[src/rtl/cor_pkg.sv]
package cor_pkg;

   // fixed width of the radius field
   localparam int RADIUS_BITS = 6;

   // decision variable constants of the midpoint rule
   localparam int DEC_INIT  = 3;
   localparam int DEC_INC_A = 6;
   localparam int DEC_INC_B = 10;

   // controller to datapath commands
   typedef struct packed {
      logic load;
      logic step;
   } cmd_type;

   // datapath to controller status
   typedef struct packed {
      logic last;
      logic out_free;
   } sts_type;

endpackage

[src/rtl/cor_ifs.sv]
interface cor_req_if #(
   parameter int COORD_BITS = 12
);
   logic                                valid;
   logic                                ready;
   logic signed [COORD_BITS-1:0]        center_x;
   logic signed [COORD_BITS-1:0]        center_y;
   logic [cor_pkg::RADIUS_BITS-1:0]     radius;

   modport source (output valid, output center_x, output center_y, output radius,
                   input ready);
   modport sink (input valid, input center_x, input center_y, input radius,
                 output ready);
endinterface

interface cor_rsp_if #(
   parameter int COORD_BITS = 12
);
   logic                         valid;
   logic                         ready;
   logic signed [COORD_BITS:0]   cx_plus_x;
   logic signed [COORD_BITS:0]   cx_minus_x;
   logic signed [COORD_BITS:0]   cx_plus_y;
   logic signed [COORD_BITS:0]   cx_minus_y;
   logic signed [COORD_BITS:0]   cy_plus_y;
   logic signed [COORD_BITS:0]   cy_minus_y;
   logic signed [COORD_BITS:0]   cy_plus_x;
   logic signed [COORD_BITS:0]   cy_minus_x;
   logic                         last_set;

   modport source (output valid, output cx_plus_x, output cx_minus_x, output cx_plus_y,
                   output cx_minus_y, output cy_plus_y, output cy_minus_y,
                   output cy_plus_x, output cy_minus_x, output last_set, input ready);
   modport sink (input valid, input cx_plus_x, input cx_minus_x, input cx_plus_y,
                 input cx_minus_y, input cy_plus_y, input cy_minus_y,
                 input cy_plus_x, input cy_minus_x, input last_set, output ready);
endinterface

[src/rtl/cor_ctrl.sv]
module cor_ctrl (
   input  logic              clock,
   input  logic              reset,
   input  logic              req_valid,
   output logic              req_ready,
   input  cor_pkg::sts_type  sts,
   output cor_pkg::cmd_type  cmd
);

   localparam logic [0:0] ST_IDLE = 1'b0;
   localparam logic [0:0] ST_RUN  = 1'b1;

   logic [0:0] state_ff;
   logic [0:0] state_in;

   always_comb begin
      cmd       = '0;
      req_ready = 1'b0;
      state_in  = state_ff;
      case (state_ff)
         ST_IDLE: begin
            req_ready = 1'b1;
            cmd.load  = req_valid;
            if (req_valid) begin
               state_in = ST_RUN;
            end
         end
         ST_RUN: begin
            cmd.step = sts.out_free;
            if (sts.out_free && sts.last) begin
               state_in = ST_IDLE;
            end
         end
         default: begin
            state_in = ST_IDLE;
         end
      endcase
   end

   always_ff @(posedge clock) begin
      if (reset) begin
         state_ff <= ST_IDLE;
      end else begin
         state_ff <= state_in;
      end
   end

   a_load_starts_run: assert property (@(posedge clock) disable iff (reset)
      cmd.load |=> state_ff == ST_RUN)
      else $error("circle did not start after load");

   a_load_step_excl: assert property (@(posedge clock) disable iff (reset)
      !(cmd.load && cmd.step))
      else $error("load and step issued together");

endmodule

[src/rtl/cor_datapath.sv]
module cor_datapath #(
   parameter int MAX_RADIUS = 63,
   parameter int COORD_BITS = 12
) (
   input  logic                                 clock,
   input  logic                                 reset,
   input  cor_pkg::cmd_type                     cmd,
   output cor_pkg::sts_type                     sts,
   input  logic signed [COORD_BITS-1:0]         center_x,
   input  logic signed [COORD_BITS-1:0]         center_y,
   input  logic [cor_pkg::RADIUS_BITS-1:0]      radius,
   cor_rsp_if.source                            rsp_chan
);

   localparam int OFS_BITS = $clog2(MAX_RADIUS + 2);
   localparam int D_BITS   = OFS_BITS + 4;
   localparam int O_BITS   = COORD_BITS + 1;

   logic [OFS_BITS-1:0]          x_ff, x_in, y_ff, y_in, rad;
   logic signed [D_BITS-1:0]     d_ff, d_in, x_ext, y_ext, rad_ext;
   logic signed [COORD_BITS-1:0] cx_ff, cy_ff;
   logic [OFS_BITS:0]            x_inc;
   logic                         d_neg;
   logic signed [O_BITS-1:0]     cx_w, cy_w, xo, yo;

   logic signed [O_BITS-1:0]     cpx_ff, cmx_ff, cpy_ff, cmy_ff;
   logic signed [O_BITS-1:0]     ypy_ff, ymy_ff, ypx_ff, ymx_ff;
   logic                         last_ff;
   logic                         valid_ff, valid_in;

   always_comb begin
      rad = (int'(radius) > MAX_RADIUS) ? OFS_BITS'(MAX_RADIUS) : OFS_BITS'(radius);
      x_ext   = $signed(D_BITS'(x_ff));
      y_ext   = $signed(D_BITS'(y_ff));
      rad_ext = $signed(D_BITS'(rad));
      d_neg   = d_ff[D_BITS-1];
      x_inc   = (OFS_BITS + 1)'(x_ff) + (OFS_BITS + 1)'(1);

      // x > y after this step ends the octant
      sts.last     = d_neg ? (x_inc > (OFS_BITS + 1)'(y_ff))
                           : (x_inc >= (OFS_BITS + 1)'(y_ff));
      sts.out_free = !valid_ff || rsp_chan.ready;

      cx_w = O_BITS'(cx_ff);
      cy_w = O_BITS'(cy_ff);
      xo   = $signed(O_BITS'(x_ff));
      yo   = $signed(O_BITS'(y_ff));

      x_in = x_ff;
      y_in = y_ff;
      d_in = d_ff;
      if (cmd.load) begin
         x_in = '0;
         y_in = rad;
         d_in = D_BITS'(cor_pkg::DEC_INIT) - (rad_ext <<< 1);
      end else if (cmd.step) begin
         x_in = x_inc[OFS_BITS-1:0];
         if (d_neg) begin
            d_in = d_ff + (x_ext <<< 2) + D_BITS'(cor_pkg::DEC_INC_A);
         end else begin
            d_in = d_ff + ((x_ext - y_ext) <<< 2) + D_BITS'(cor_pkg::DEC_INC_B);
            y_in = y_ff - OFS_BITS'(1);
         end
      end

      valid_in = cmd.step ? 1'b1 : (rsp_chan.ready ? 1'b0 : valid_ff);
   end

   always_ff @(posedge clock) begin
      x_ff <= x_in;
      y_ff <= y_in;
      d_ff <= d_in;
      if (cmd.load) begin
         cx_ff <= center_x;
         cy_ff <= center_y;
      end
      if (cmd.step) begin
         cpx_ff  <= cx_w + xo;
         cmx_ff  <= cx_w - xo;
         cpy_ff  <= cx_w + yo;
         cmy_ff  <= cx_w - yo;
         ypy_ff  <= cy_w + yo;
         ymy_ff  <= cy_w - yo;
         ypx_ff  <= cy_w + xo;
         ymx_ff  <= cy_w - xo;
         last_ff <= sts.last;
      end
   end

   always_ff @(posedge clock) begin
      if (reset) begin
         valid_ff <= 1'b0;
      end else begin
         valid_ff <= valid_in;
      end
   end

   assign rsp_chan.valid      = valid_ff;
   assign rsp_chan.cx_plus_x  = cpx_ff;
   assign rsp_chan.cx_minus_x = cmx_ff;
   assign rsp_chan.cx_plus_y  = cpy_ff;
   assign rsp_chan.cx_minus_y = cmy_ff;
   assign rsp_chan.cy_plus_y  = ypy_ff;
   assign rsp_chan.cy_minus_y = ymy_ff;
   assign rsp_chan.cy_plus_x  = ypx_ff;
   assign rsp_chan.cy_minus_x = ymx_ff;
   assign rsp_chan.last_set   = last_ff;

   a_no_overwrite: assert property (@(posedge clock) disable iff (reset)
      cmd.step |-> (!valid_ff || rsp_chan.ready))
      else $error("pending word overwritten");

   a_last_marked: assert property (@(posedge clock) disable iff (reset)
      (cmd.step && sts.last) |=> (rsp_chan.valid && rsp_chan.last_set))
      else $error("final word not flagged");

   a_load_origin: assert property (@(posedge clock) disable iff (reset)
      cmd.load |=> (x_ff == '0 && y_ff <= OFS_BITS'(MAX_RADIUS)))
      else $error("bad starting offsets");

endmodule

[src/rtl/circle_octant_rasterizer_top.sv]
// circle octant rasterizer, midpoint circle decision rule in pixel units
//
// req_chan carries one circle: center_x, center_y (two's complement) and
// radius; a radius above MAX_RADIUS is clamped to MAX_RADIUS. rsp_chan returns
// one word per octant step with the eight mirrored coordinates; the final word
// of a circle has last_set high. radius zero gives one word at the center.
//
// the first word is registered by the step after the load, which waits while
// an earlier word is pending. throughput: one word per cycle while rsp_chan
// is ready; a circle of radius r gives about r/sqrt(2)+1 words (45 for
// radius 63), and req_chan.ready returns once the last step is taken. the
// single step unit of the datapath (one decision update per cycle) sets this.
//
// a stalled receiver holds the output register and freezes the stepper; no
// word is dropped. the next request may be taken while the last word waits.
// synchronous reset returns the controller to idle and empties the output.
module circle_octant_rasterizer_top #(
   parameter int MAX_RADIUS = 63,
   parameter int COORD_BITS = 12
) (
   input  logic        clock,
   input  logic        reset,
   cor_req_if.sink     req_chan,
   cor_rsp_if.source   rsp_chan
);

   // command and status between controller and datapath
   cor_pkg::cmd_type cmd;
   cor_pkg::sts_type sts;

   // sequencer: idle / run, issues load and step
   cor_ctrl u_ctrl (
      .clock     (clock),
      .reset     (reset),
      .req_valid (req_chan.valid),
      .req_ready (req_chan.ready),
      .sts       (sts),
      .cmd       (cmd)
   );

   // offsets, decision variable, held center and output word register
   cor_datapath #(
      .MAX_RADIUS (MAX_RADIUS),
      .COORD_BITS (COORD_BITS)
   ) u_datapath (
      .clock    (clock),
      .reset    (reset),
      .cmd      (cmd),
      .sts      (sts),
      .center_x (req_chan.center_x),
      .center_y (req_chan.center_y),
      .radius   (req_chan.radius),
      .rsp_chan (rsp_chan)
   );

endmodule
[src/flat_wrapper.sv]
// flat-port wrapper written by rule: the top's interface ports become plain ports
module circle_octant_rasterizer_top_flat 
#(
   parameter int MAX_RADIUS = 63,
   parameter int COORD_BITS = 12
)
  (clock, reset, req_chan_valid, req_chan_center_x, req_chan_center_y, req_chan_radius, req_chan_ready, rsp_chan_valid, rsp_chan_cx_plus_x, rsp_chan_cx_minus_x, rsp_chan_cx_plus_y, rsp_chan_cx_minus_y, rsp_chan_cy_plus_y, rsp_chan_cy_minus_y, rsp_chan_cy_plus_x, rsp_chan_cy_minus_x, rsp_chan_last_set, rsp_chan_ready);
  cor_req_if #(.COORD_BITS(COORD_BITS)) req_chan_i ();
  cor_rsp_if #(.COORD_BITS(COORD_BITS)) rsp_chan_i ();
  input  logic clock;
  input  logic reset;
  input wire logic [$bits(req_chan_i.valid)-1:0] req_chan_valid;
  input wire logic [$bits(req_chan_i.center_x)-1:0] req_chan_center_x;
  input wire logic [$bits(req_chan_i.center_y)-1:0] req_chan_center_y;
  input wire logic [$bits(req_chan_i.radius)-1:0] req_chan_radius;
  output wire logic [$bits(req_chan_i.ready)-1:0] req_chan_ready;
  output wire logic [$bits(rsp_chan_i.valid)-1:0] rsp_chan_valid;
  output wire logic [$bits(rsp_chan_i.cx_plus_x)-1:0] rsp_chan_cx_plus_x;
  output wire logic [$bits(rsp_chan_i.cx_minus_x)-1:0] rsp_chan_cx_minus_x;
  output wire logic [$bits(rsp_chan_i.cx_plus_y)-1:0] rsp_chan_cx_plus_y;
  output wire logic [$bits(rsp_chan_i.cx_minus_y)-1:0] rsp_chan_cx_minus_y;
  output wire logic [$bits(rsp_chan_i.cy_plus_y)-1:0] rsp_chan_cy_plus_y;
  output wire logic [$bits(rsp_chan_i.cy_minus_y)-1:0] rsp_chan_cy_minus_y;
  output wire logic [$bits(rsp_chan_i.cy_plus_x)-1:0] rsp_chan_cy_plus_x;
  output wire logic [$bits(rsp_chan_i.cy_minus_x)-1:0] rsp_chan_cy_minus_x;
  output wire logic [$bits(rsp_chan_i.last_set)-1:0] rsp_chan_last_set;
  input wire logic [$bits(rsp_chan_i.ready)-1:0] rsp_chan_ready;
  assign req_chan_i.valid = req_chan_valid;
  assign req_chan_i.center_x = req_chan_center_x;
  assign req_chan_i.center_y = req_chan_center_y;
  assign req_chan_i.radius = req_chan_radius;
  assign req_chan_ready = req_chan_i.ready;
  assign rsp_chan_valid = rsp_chan_i.valid;
  assign rsp_chan_cx_plus_x = rsp_chan_i.cx_plus_x;
  assign rsp_chan_cx_minus_x = rsp_chan_i.cx_minus_x;
  assign rsp_chan_cx_plus_y = rsp_chan_i.cx_plus_y;
  assign rsp_chan_cx_minus_y = rsp_chan_i.cx_minus_y;
  assign rsp_chan_cy_plus_y = rsp_chan_i.cy_plus_y;
  assign rsp_chan_cy_minus_y = rsp_chan_i.cy_minus_y;
  assign rsp_chan_cy_plus_x = rsp_chan_i.cy_plus_x;
  assign rsp_chan_cy_minus_x = rsp_chan_i.cy_minus_x;
  assign rsp_chan_last_set = rsp_chan_i.last_set;
  assign rsp_chan_i.ready = rsp_chan_ready;
  circle_octant_rasterizer_top #(.MAX_RADIUS(MAX_RADIUS), .COORD_BITS(COORD_BITS)) u_core (.clock(clock), .reset(reset), .req_chan(req_chan_i), .rsp_chan(rsp_chan_i));
endmodule
[config.mk]
export PLATFORM = sky130hd
export DESIGN_NAME = circle_octant_rasterizer_top_flat
export DESIGN_NICKNAME = d
export VERILOG_FILES = /design/src/rtl/cor_pkg.sv /design/src/rtl/cor_ifs.sv /design/src/rtl/cor_ctrl.sv /design/src/rtl/cor_datapath.sv /design/src/rtl/circle_octant_rasterizer_top.sv /design/src/flat_wrapper.sv
export SDC_FILE = /design/constraint.sdc
export NUM_CORES = 1
export LEC_CHECK = 0
export CORE_ASPECT_RATIO = 1.4
export CORE_MARGIN = 2
export CORE_UTILIZATION = 45
export DETAILED_ROUTE_END_ITERATION = 7
export DONT_BUFFER_PORTS = 1
export SLEW_MARGIN = 20
export SYNTH_ARGS = -nofsm -noshare
export SYNTH_HDL_FRONTEND = slang
export SYNTH_SLANG_ARGS = --single-unit
[constraint.sdc]
create_clock -name clock -period 6.15 [get_ports clock]
set_clock_uncertainty 0.2 [all_clocks]
set_input_delay 1.23 -clock clock [delete_from_list [all_inputs] [get_ports clock]]
set_output_delay 1.23 -clock clock [all_outputs]
set_load 0.005 [all_outputs]
==> summary.md, run 1 <==
| Metric | Value |
|---|---|
| Outcome | finished clean |
| Largest family of logic cells by synthesized area | adder cells |
| Net Count, Synth | 944 |
| Syn Inst Count | 795 |
| Leakage power | 3.84 nW |
| R2r startpoint | u_core.u_datapath.y_ff[1]$_DFFE_PP_ |
| Number of synthesized register bits | between 150 and 200 |
| N_diodes | 0 |
| Sequential area share after synthesis | approximately half |
| FF-to-FF setup slack | 2090 ps |
| Sequential share of power | 37.6% |
| Arrival time worst endpoint | 4010 ps |
| Pre-antenna DRT Iters | 5 |
| Critical path type | reg2reg |
| Clock slew at reported path FFs | 70 ps |
| CTS tree | yes |
| IO Pins | between 100 and 150 |
| Layout cells sized above 1 | 5.20% |
| RSZ-0062 raised after global routing | no |
| Max-cap viol count | 0 |
| TritonCTS Buffers | 17 |
| PostCTS Resize Cnt | 0 |
| GRT overflow | 0 |
| Post-synth cell types | 48 |
| Worst R2R End | u_core.u_datapath.d_ff[10]$_DFFE_PP_ |
| Antenna Nets Post-Route | 0 |
| Crit-path max FO | 8 |
| DRT Wirelength | 21300 um |
| Slew @ Worst Pin | ~730 ps |
| Combinational power share | 36.5% |
| Clk sinks | 151 |
| Max Freq | 247 MHz |
| Initial DRC Count | 374 |
| Htree depth | 4 |
| Worst endpoint required time | 6100 ps |
| WL/cell | 20.2 um |
| Synthesis-to-finish area growth | 9.01% |
| Row count | 61 |
| Met2 WL post-DR | 11000 um |
| Final Hold Viols | 0 |
| Ranking of synthesized cells by area | edfxtp_1, ha_1, xnor2_1 |
| Xor and xnor area share after synthesis | roughly a tenth |
| Number of synthesized flops with an enable pin | approximately 140 |
| Mux contribution to synthesized area | less than 1% |
| WHS Endpoint | u_core.u_ctrl.state_ff$_SDFF_PP0_ |
| Primary FF master, synth | edfxtp_1 |
| Worst setup SP type | flop |
| Max layer used | met4 |
| Hpwl dp | approximately 16000 um |
| Sw Share | between 30% and 40% |
| Final min period | approximately 4100 ps |
| Register-to-Register Path Depth | 12 |
| Largest net degree at the start of global routing | 56 |
| Clk pwr share | 25.8% |
| Crit. End Element | flop |
| WL met3 | between 900 and 1000 um |
| Area fraction in and, or, nand and nor cells after synthesis | a little over 9% |
| Synth Area in Adders | 16.8% |
| Setup TNS | 0 ps |
| Global Route Usage Sum | 20.8% |
| Final Util | 49.8% |
| Hold path startpoint | u_core.u_ctrl.state_ff$_SDFF_PP0_ |
| Share of the synthesized area in the top cell type | approximately 47% |
| First-pass GRT wire length | ~33000 um |
| Core area | slightly below 20000 sq um |
| Worst min path class | reg2reg |
| Rel. slew slack | 50.4% |
| Die width | 124 um |
| Max IR drop VDD | approximately 0.00024 V |
| Vias per cell | 5.45 |
| DRC errors left | 0 |
| Max Buffers Root-to-Sink | 2 |
| Vias | roughly 5800 |
| Yosys top cell by area | edfxtp_1 |
| Syn. warnings | 0 |
| M1 WL | between 8000 and 9000 um |
| Post-synth ARST share | 0% |
| Setup Fix Bufs, Post-CTS | 0 |
| Initial antenna violation count | 0 |
| Die Y | 172 um |
| Synth Area in Compound Gates | 10.7% |
| Avg Cell Area, Syn | 11.4 sq um |
| Fill cells | 1763 |
| Post-Syn Area | 9040 sq um |
| Die area | about 21000 sq um |
| Final period util | 65.9% |
| Initial core utilization | 45.7% |
| Cell Int Power | ~2.6 mW |
| Hold-fix buffers at CTS | 0 |
| Vias in the first global route | 5981 |
| PD cells | around 400 nW/um^2 |
| Gpl congestion | 0.872 |
| Root buffer cell | clkbuf_16 |
| NetSw | 1.43 mW |
| Hold path cells | 2 |
| Final setup vio count | 0 |
| NumNets Final | 943 |
| Port-buffer cells | 0 |
| Worst skew pair latency | 430 ps |
| Max-slew violation count | 0 |
-- worst max-delay path: stages, from the launching register on --
cell and delay [ps]:
edfxtp_1 520, inv_1 350, ha_1 300, nor2b_1 120
o21ai_0 210, a21oi_1 130, o41ai_1 480, ha_1 360
ha_1 240, o41ai_1 470, xnor2_1 190, xnor2_1 130
o31ai_1 70
-- area by class of cell --
type / instances / area (sq um) / share of cell area [%]
Clock buffer: 19 / 433 / 4.39
Clock inverter: 13 / 144 / 1.46
Inverter: 73 / 277 / 2.81
Multi-Input combinational cell: 548 / 4230 / 42.9
Sequential cell: 151 / 4430 / 45.0
Tap cell: 252 / 315 / 3.20
Timing Repair Buffer: 3 / 22.5 / 0.229
-- layer usage --
metal / global-route usage [%] / up-vias
met2: 36.6 / 145
met5: 0 / -
met3: 4.34 / 40
met1: 24.4 / 2781
li1: - / 2802
met4: 8.70 / 0
-- kinds of logic (layout without fill, tap and decap cells) --
group / Yosys count / after routing
compound gates: 156 / 156
xor+xnor: 102 / 102
fa+ha+maj: 115 / 115
buf+inv: 96 / 108
flops: 151 / 151
mux: 2 / 2
simple gates: 173 / 173
-- worst max-delay path by stage --
stage / startpoint / to / slack (ps)
floorplan: rsp_chan_ready / u_core.u_datapath.rsp_chan.cx_minus_x[10]$_DFFE_PP_ / 950
global placement: u_core.u_datapath.y_ff[1]$_DFFE_PP_ / u_core.u_datapath.d_ff[9]$_DFFE_PP_ / 2190
detailed placement: u_core.u_datapath.y_ff[1]$_DFFE_PP_ / u_core.u_datapath.d_ff[9]$_DFFE_PP_ / 2130
CTS: u_core.u_datapath.y_ff[1]$_DFFE_PP_ / u_core.u_datapath.d_ff[10]$_DFFE_PP_ / 2070
global route: u_core.u_datapath.y_ff[1]$_DFFE_PP_ / u_core.u_datapath.d_ff[9]$_DFFE_PP_ / 1810
finish: u_core.u_datapath.y_ff[1]$_DFFE_PP_ / u_core.u_datapath.d_ff[10]$_DFFE_PP_ / 2090
-- per-stage QoR --
stage	total power [mW]	cell area (sq um)	hold WS, ps	cells	worst slack, ps
floorplan	2.65	9040	270	795	946
detailed placement	3.02	9280	299	1027	2130
finish	4.06	9850	307	1059	2090
global placement	2.98	9280	284	1027	2190
CTS	4.09	9850	309	1059	2070
global route	4.34	9850	343	1059	1810
-- synth_stat cells, types with 15 or more instances --
cell / number
edfxtp_1: 141
nand3_1: 15
o21bai_1: 21
nor2_1: 58
ha_1: 104
o21ai_0: 39
inv_1: 73
xnor2_1: 74
a21oi_1: 49
nand2b_1: 16
nand2_1: 39
xor2_1: 28
-- sequential cells by signal, indices dropped and copies added (netlist names), 10 cells and up --
signal,cells
u_core.u_datapath.rsp_chan.cy_plus_y,13
u_core.u_datapath.rsp_chan.cy_minus_x,13
u_core.u_datapath.cx_ff,12
u_core.u_datapath.rsp_chan.cx_plus_x,13
u_core.u_datapath.d_ff,10
u_core.u_datapath.rsp_chan.cx_plus_y,13
u_core.u_datapath.cy_ff,12
u_core.u_datapath.rsp_chan.cx_minus_y,12
u_core.u_datapath.rsp_chan.cy_plus_x,12
u_core.u_datapath.rsp_chan.cx_minus_x,12
u_core.u_datapath.rsp_chan.cy_minus_y,12
-- cells in the final DEF, fill, tap and decap left out, types with 3 or more instances in the layout --
master,count
o21ai_0,38
edfxtp_1,141
nand2_1,39
ha_1,104
nor2b_1,10
a21boi_0,6
dfxtp_1,10
o22ai_1,4
nor3_1,7
o21bai_1,21
clkbuf_16,17
a211oi_1,5
a21oi_1,49
inv_1,71
nand2b_1,16
or2_2,5
and3_1,5
inv_6,5
xor2_1,28
xnor2_1,74
nand3_1,15
a21o_1,7
nor2_1,58
o31a_1,4
nor4_1,3
o31ai_1,6
fa_1,11
clkinvlp_4,3
o311ai_0,4
nand4_1,8
buf_4,3
-- power by group through the flow --
stage	clock [mW]	combinational, mW	sequential [mW]
after floorplan	0	1.16	1.48
after global placement	0	1.43	1.54
after detailed placement	0	1.47	1.55
after CTS	1.07	1.49	1.53
after global routing	1.11	1.69	1.55
final	1.05	1.48	1.53
Power figures use the tool's default switching activity.
==> run 2, diff against run 1 <==
==> constraint.sdc (replaced) <==
create_clock -name clock -period 3.7 [get_ports clock]
set_clock_uncertainty 0.2 [all_clocks]
set_input_delay 0.74 -clock clock [delete_from_list [all_inputs] [get_ports clock]]
set_output_delay 0.74 -clock clock [all_outputs]
set_load 0.005 [all_outputs]
==> summary.md, run 2 (synthesis gave the netlist of run 1 again) <==
| Metric | Value |
|---|---|
| Outcome | finished clean |
| Antenna Nets Post-Route | 0 (unchanged) |
| DRC errors left | 0 (unchanged) |
| Worst endpoint required time | 3670 ps (-2430 ps) |
| Clk pwr share | 24.3% (-1.5 points) |
| Synthesis-to-finish area growth | 11.8% |
| Leakage power | 3.97 nW (+3.3%) |
| Vias per cell | 5.40 (-0.86%) |
| Most used cell, CP | inv_1 |
| Sw Share | 35.7% (+0.42 points) |
| Crit-path max FO | 2 (-6) |
| CTS tree | yes |
| IO Pins | 141 (unchanged) |
| Gpl congestion | 0.868 (-0.52%) |
| Max Freq | 285 MHz (+16%) |
| Rel. slew slack | 51.8% (+1.4 points) |
| Arrival time worst endpoint | 3470 ps (-540 ps) |
| Slowest-stage cell, CP | fa_2 |
| WL/cell | 19.6 um (-2.5%) |
| Crit. End Element | flop |
| Global Route Usage Sum | 20.8% (-0.023 points) |
| Initial core utilization | 45.7% (unchanged) |
| PD cells | 691 nW/um^2 (+68%) |
| Max-slew violation count | 0 (unchanged) |
| N_diodes | 0 (unchanged) |
| NumNets Final | 969 (+2.8%) |
| Hpwl dp | 16400 um (+2.3%) |
| WL met3 | 940 um (+4.2%) |
| Vias | 5859 (+1.6%) |
| Core area | 19800 sq um (unchanged) |
| Fill cells | 1751 (-0.68%) |
| Largest net degree at the start of global routing | 38 (-32%) |
| Final min period | 3510 ps (-550 ps) |
| Max Buffers Root-to-Sink | 2 (unchanged) |
| Initial antenna violation count | 0 (unchanged) |
| Max-cap viol count | 0 (unchanged) |
| Die Y | 172 um (unchanged) |
| Final Util | 51.1% (+1.3 points) |
| Critical path type | reg2reg |
| Register-to-Register Path Depth | 15 (+3) |
| CP max stage delay | 510 ps (about the same) |
| Most common cell after layout, fill and taps aside | edfxtp_1 |
| Vias in the first global route | 6080 (+1.7%) |
| GRT overflow | 0 (unchanged) |
| Clock slew at reported path FFs | 70 ps (about the same) |
| Area of the multi-input gates | 4290 sq um (+1.4%) |
| TritonCTS Buffers | 17 (unchanged) |
| Max layer used | met4 |
| DRT Wirelength | 21300 um (-0.11%) |
| Clk sinks | 151 (unchanged) |
| Pre-antenna DRT Iters | 5 (unchanged) |
| Combinational power share | 40.0% (+3.5 points) |
| Row count | 61 (unchanged) |
| Hold-fix buffers at CTS | 0 (unchanged) |
| Initial DRC Count | 366 (-2.1%) |
| Met2 WL post-DR | 11400 um (+3.3%) |
| Worst min path class | in2reg |
| Sequential share of power | 35.7% (-1.9 points) |
| Setup TNS | 0 ps (unchanged) |
| First-pass GRT wire length | 33000 um (-0.15%) |
| Layout cells sized above 1 | 9.48% (+4.3 points) |
| Max IR drop VDD | 0.000377 V (+56%) |
| NetSw | 2.49 mW (+74%) |
| Cell Int Power | 4.49 mW (+71%) |
| Worst skew pair latency | 420 ps (about the same) |
| M1 WL | 8500 um (-3.6%) |
| Port-buffer cells | 0 (unchanged) |
| Final period util | 94.7% (+29 points) |
| Final setup vio count | 0 (unchanged) |
| Register area | 4430 sq um (unchanged) |
| Die area | 21300 sq um (unchanged) |
| Final Hold Viols | 0 (unchanged) |
| Hold path cells | 1 (-1) |
| Htree depth | 4 (unchanged) |
| Crit-path cells | inv_1, ha_2, inv_1, fa_2, inv_1, ha_1, inv_1, ha_1, a21o_1, a21oi_2, o21ai_2, o31ai_2, xor2_1, nor3_1, a311o_1 |
| Most frequent cells in the layout | edfxtp_1, ha_1, xnor2_1 |
| Die width | 124 um (unchanged) |
| Slew @ Worst Pin | 722 ps (-12.5 ps) |
| Worst setup SP type | flop |
| Root buffer cell | clkbuf_16 |
==> run 2: cell types whose count changed in the layout (fill, tap and decap cells not counted), sizes merged <==
cell      change
buf          +26
clkbuf        -2
bufinv        -1
clkinv        +1
clkinvlp      +1
inv           +1
==> run 2: what timing repair did <==
| item | CTS | global route |
|---|---|---|
| pin swaps | 1 | 7 |
| endpoints found under the setup margin | 1 | 2 |
| gates resized for setup | 3 | 9 |
| gates cloned | 0 | 0 |
| buffers inserted | 0 | 1 |
==> run 2: worst paths after layout <==
path                                                              from                                       endpoint  slack, ps
worst max-delay path            u_core.u_datapath.x_ff[0]$_SDFFE_PP0P_            u_core.u_datapath.d_ff[9]$_DFFE_PP_        190
worst min-delay path                                             reset  u_core.u_datapath.rsp_chan.valid$_SDFFE_PP0P_        180
worst max register to register  u_core.u_datapath.x_ff[0]$_SDFFE_PP0P_            u_core.u_datapath.d_ff[9]$_DFFE_PP_        190
worst min register to register       u_core.u_ctrl.state_ff$_SDFF_PP0_              u_core.u_ctrl.state_ff$_SDFF_PP0_        310
==> run 2: power groups by stage <==
stage | Clock [mW] | Sequential, mW | Combinational [mW]
after floorplan | 0 | 2.46 | 1.93
after global placement | 0 | 2.53 | 2.55
after detailed placement | 0 | 2.54 | 2.60
after CTS | 1.73 | 2.50 | 2.66
after global routing | 1.80 | 2.52 | 3.14
final | 1.69 | 2.49 | 2.80
==> run 2: area by class of cell <==
type	count	area share, %
Sequential cell	151	43.9
Multi-Input combinational cell	548	42.4
Clock buffer	17	4.21
Tap cell	252	3.12
Inverter	73	2.74
Timing Repair Buffer	29	2.28
Clock inverter	15	1.41
==> run 2: critical path: cells and delay by family, from the launching register on <==
kind	cells	cell delay [ps]
fa+ha+maj	4	1280
compound gates	5	990
flops	1	310
buf+inv	4	230
xor+xnor	1	180
simple gates	1	60
==> run 2: layer usage <==
| layer | vias up | GRT usage [%] |
|---|---|---|
| li1 | 2850 | - |
| met3 | 32 | 4.01 |
| met4 | 0 | 7.46 |
| met5 | - | 0 |
| met2 | 175 | 38.1 |
| met1 | 2802 | 23.7 |
==> run 2: through the flow <==
stage / power [mW] / cell area (sq um) / std cells / setup WS, ps / hold WS (ps)
after CTS: 6.89 / 10100 / 1084 / 8.69 / 164
final: 6.98 / 10100 / 1085 / 195 / 179
after floorplan: 4.39 / 9040 / 795 / 7.83 / 270
after detailed placement: 5.14 / 9480 / 1052 / -35.8 / 303
after global routing: 7.46 / 10100 / 1085 / -18.7 / 159
after global placement: 5.07 / 9480 / 1052 / 27.6 / 284
==> run 3, diff against run 2 <==
--- a/config.mk
+++ b/config.mk
@@ -10,6 +10,7 @@
 export CORE_UTILIZATION = 45
 export DETAILED_ROUTE_END_ITERATION = 7
 export DONT_BUFFER_PORTS = 1
+export REMOVE_ABC_BUFFERS = 1
 export SLEW_MARGIN = 20
 export SYNTH_ARGS = -nofsm -noshare
 export SYNTH_HDL_FRONTEND = slang
==> summary.md, run 3 (synthesis gave the netlist of run 1 again) <==
| Metric | Value |
|---|---|
| Outcome | finished clean |
| Gpl congestion | 0.874 (+0.67%) |
| First-pass GRT wire length | 32700 um (-0.86%) |
| Setup TNS | 0 ps (unchanged) |
| Inst Count DP | 1049 (-0.29%) |
| Most frequent cells in the layout | edfxtp_1, ha_1, xnor2_1 |
| WL/cell | 19.4 um (-1.5%) |
| Clk sinks | 151 (unchanged) |
| Root buffer cell | clkbuf_16 |
| RSZ-0062 raised after global routing | no |
| DRT Wirelength | 20900 um (-1.9%) |
| Critical path's top delay family | adder cells |
| Max IR drop VDD | 0.000463 V (+23%) |
| Vias in the first global route | 5977 (-1.7%) |
| Final period util | 94.3% (-0.46 points) |
| Arrival time worst endpoint | 3440 ps (-30 ps) |
| Worst skew pair latency | 430 ps (about the same) |
| Synthesis-to-finish area growth | 12.8% |
| Die area | 21300 sq um (unchanged) |
| TritonCTS Buffers | 17 (unchanged) |
| CP max stage delay | 420 ps (-90 ps) |
| NumNets Final | 966 (-0.31%) |
| IO Pins | 141 (unchanged) |
| Core area | 19800 sq um (unchanged) |
| Htree depth | 4 (unchanged) |
| Max Freq | 287 MHz (+0.49%) |
| PD cells | 712 nW/um^2 (+3.1%) |
| Leakage power | 4.00 nW (+0.75%) |
| Final total power | 7.26 mW (+4.0%) |
| Largest net degree at the start of global routing | 66 (+74%) |
| GRT overflow | 0 (unchanged) |
| Row count | 61 (unchanged) |
| Post-route insts no fill | 1081 (-0.37%) |
| Pre-antenna DRT Iters | 4 (-1) |
| Die Y | 172 um (unchanged) |
| Worst endpoint required time | 3660 ps (about the same) |
| Initial antenna violation count | 2 (+2) |
| Clock slew at reported path FFs | 70 ps (about the same) |
| Most common cell after layout, fill and taps aside | edfxtp_1 |
| Max-slew violation count | 0 (unchanged) |
| Crit-path max FO | 3 (+1) |
| Final min period | 3490 ps (-17.0 ps) |
| Final Util | 51.6% (+0.43 points) |
| Layout cells sized above 1 | 9.66% (+0.18 points) |
| Die width | 124 um (unchanged) |
| Hpwl dp | 16000 um (-2.3%) |
| Worst setup SP type | flop |
| Vias per cell | 5.46 (+1.1%) |
| Antenna Nets Post-Route | 0 (unchanged) |
| Initial core utilization | 45.7% (unchanged) |
| Crit-path cells | inv_2, ha_1, nor2b_1, o21ai_0, nor2b_1, xnor2_1, ha_1, ha_1, nand2_1, o21bai_1, a21boi_2, o41ai_2, xnor2_1, xnor2_1, o31ai_1 |
| Max Buffers Root-to-Sink | 2 (unchanged) |
| CP bufs+invs | 1 (-3) |
| Crit. End Element | flop |
| CTS tree | yes |
| Slowest-stage cell, CP | edfxtp_1 |
| DRC errors left | 0 (unchanged) |
| Max-cap viol count | 0 (unchanged) |
| Final setup vio count | 0 (unchanged) |
| Slew @ Worst Pin | 1010 ps (+292 ps) |
| Global Route Usage Sum | 20.5% (-0.27 points) |
| Vias | 5900 (+0.70%) |
| Initial DRC Count | 301 (-18%) |
| Critical path type | reg2reg |
| Final Hold Viols | 0 (unchanged) |
| Rel. slew slack | 31.7% (-20 points) |
| Fill cells | 1719 (-1.8%) |
| Port-buffer cells | 0 (unchanged) |
| Worst min path class | in2reg |
## run 3: changes by cell type in the layout (fill, tap and decap cells not counted), sizes merged
cell      before  now
buf           29   26
bufinv         1    5
clkinv         4    2
clkinvlp       4    2
diode          0    1
inv           79   77
## run 3: metrics by stage
stage,hold WS [ps],area [sq um],setup slack (ps)
floorplan,270,8940,-245
global placement,280,9450,23.7
detailed placement,292,9450,-26.4
CTS,161,10100,15.8
global route,170,10200,12.5
finish,180,10200,212
## run 3: area by class of cell
class | count | area [sq um] | share of cell area (%)
diodes | 1 | 2.50 | 0.0245
clock buffers | 17 | 425 | 4.17
clock inverters | 13 | 220 | 2.16
inverters | 73 | 277 | 2.71
multi-input cells | 548 | 4310 | 42.3
flip-flops and latches | 151 | 4430 | 43.5
well taps | 252 | 315 | 3.09
repair buffers | 26 | 208 | 2.04
## run 3: worst register-to-register path: cells and delay by family (launching register included)
kind | cells | cell delay [ps]
simple gates | 3 | 420
compound gates | 5 | 760
fa+ha+maj | 3 | 820
flops | 1 | 420
buf+inv | 1 | 110
xor+xnor | 3 | 480
## run 3: path summary, 6_finish.rpt
| kind | cells past startpoint | from | endpoint | slack [ps] |
|---|---|---|---|---|
| worst max-delay path | 15 | u_core.u_datapath.y_ff[1]$_DFFE_PP_ | u_core.u_datapath.d_ff[10]$_DFFE_PP_ | 210 |
| worst min-delay path | 1 | reset | u_core.u_ctrl.state_ff$_SDFF_PP0_ | 180 |
| worst max register to register | 15 | u_core.u_datapath.y_ff[1]$_DFFE_PP_ | u_core.u_datapath.d_ff[10]$_DFFE_PP_ | 210 |
| worst min register to register | 2 | u_core.u_ctrl.state_ff$_SDFF_PP0_ | u_core.u_ctrl.state_ff$_SDFF_PP0_ | 300 |
## run 3: repair_timing
action                     CTS  global route
pin swaps                    0             8
hold buffers                 0             0
gates cloned                 0             0
setup buffers                0             1
resized for setup            1            16
setup endpoints to repair    2             4
## run 3: per-layer routing
metal / up-vias / wire, um / global-route usage, %
met5: - / 13 / 0
li1: 2839 / - / -
met4: 2 / 637 / 9.39
met3: 47 / 854 / 4.51
met1: 2830 / 8340 / 23.1
met2: 182 / 11100 / 36.6
## run 3: where the power goes
part | internal (mW) | switching, mW
registers | 2.28 | 0.208
clock network | 1.20 | 0.725
logic | 1.29 | 1.55
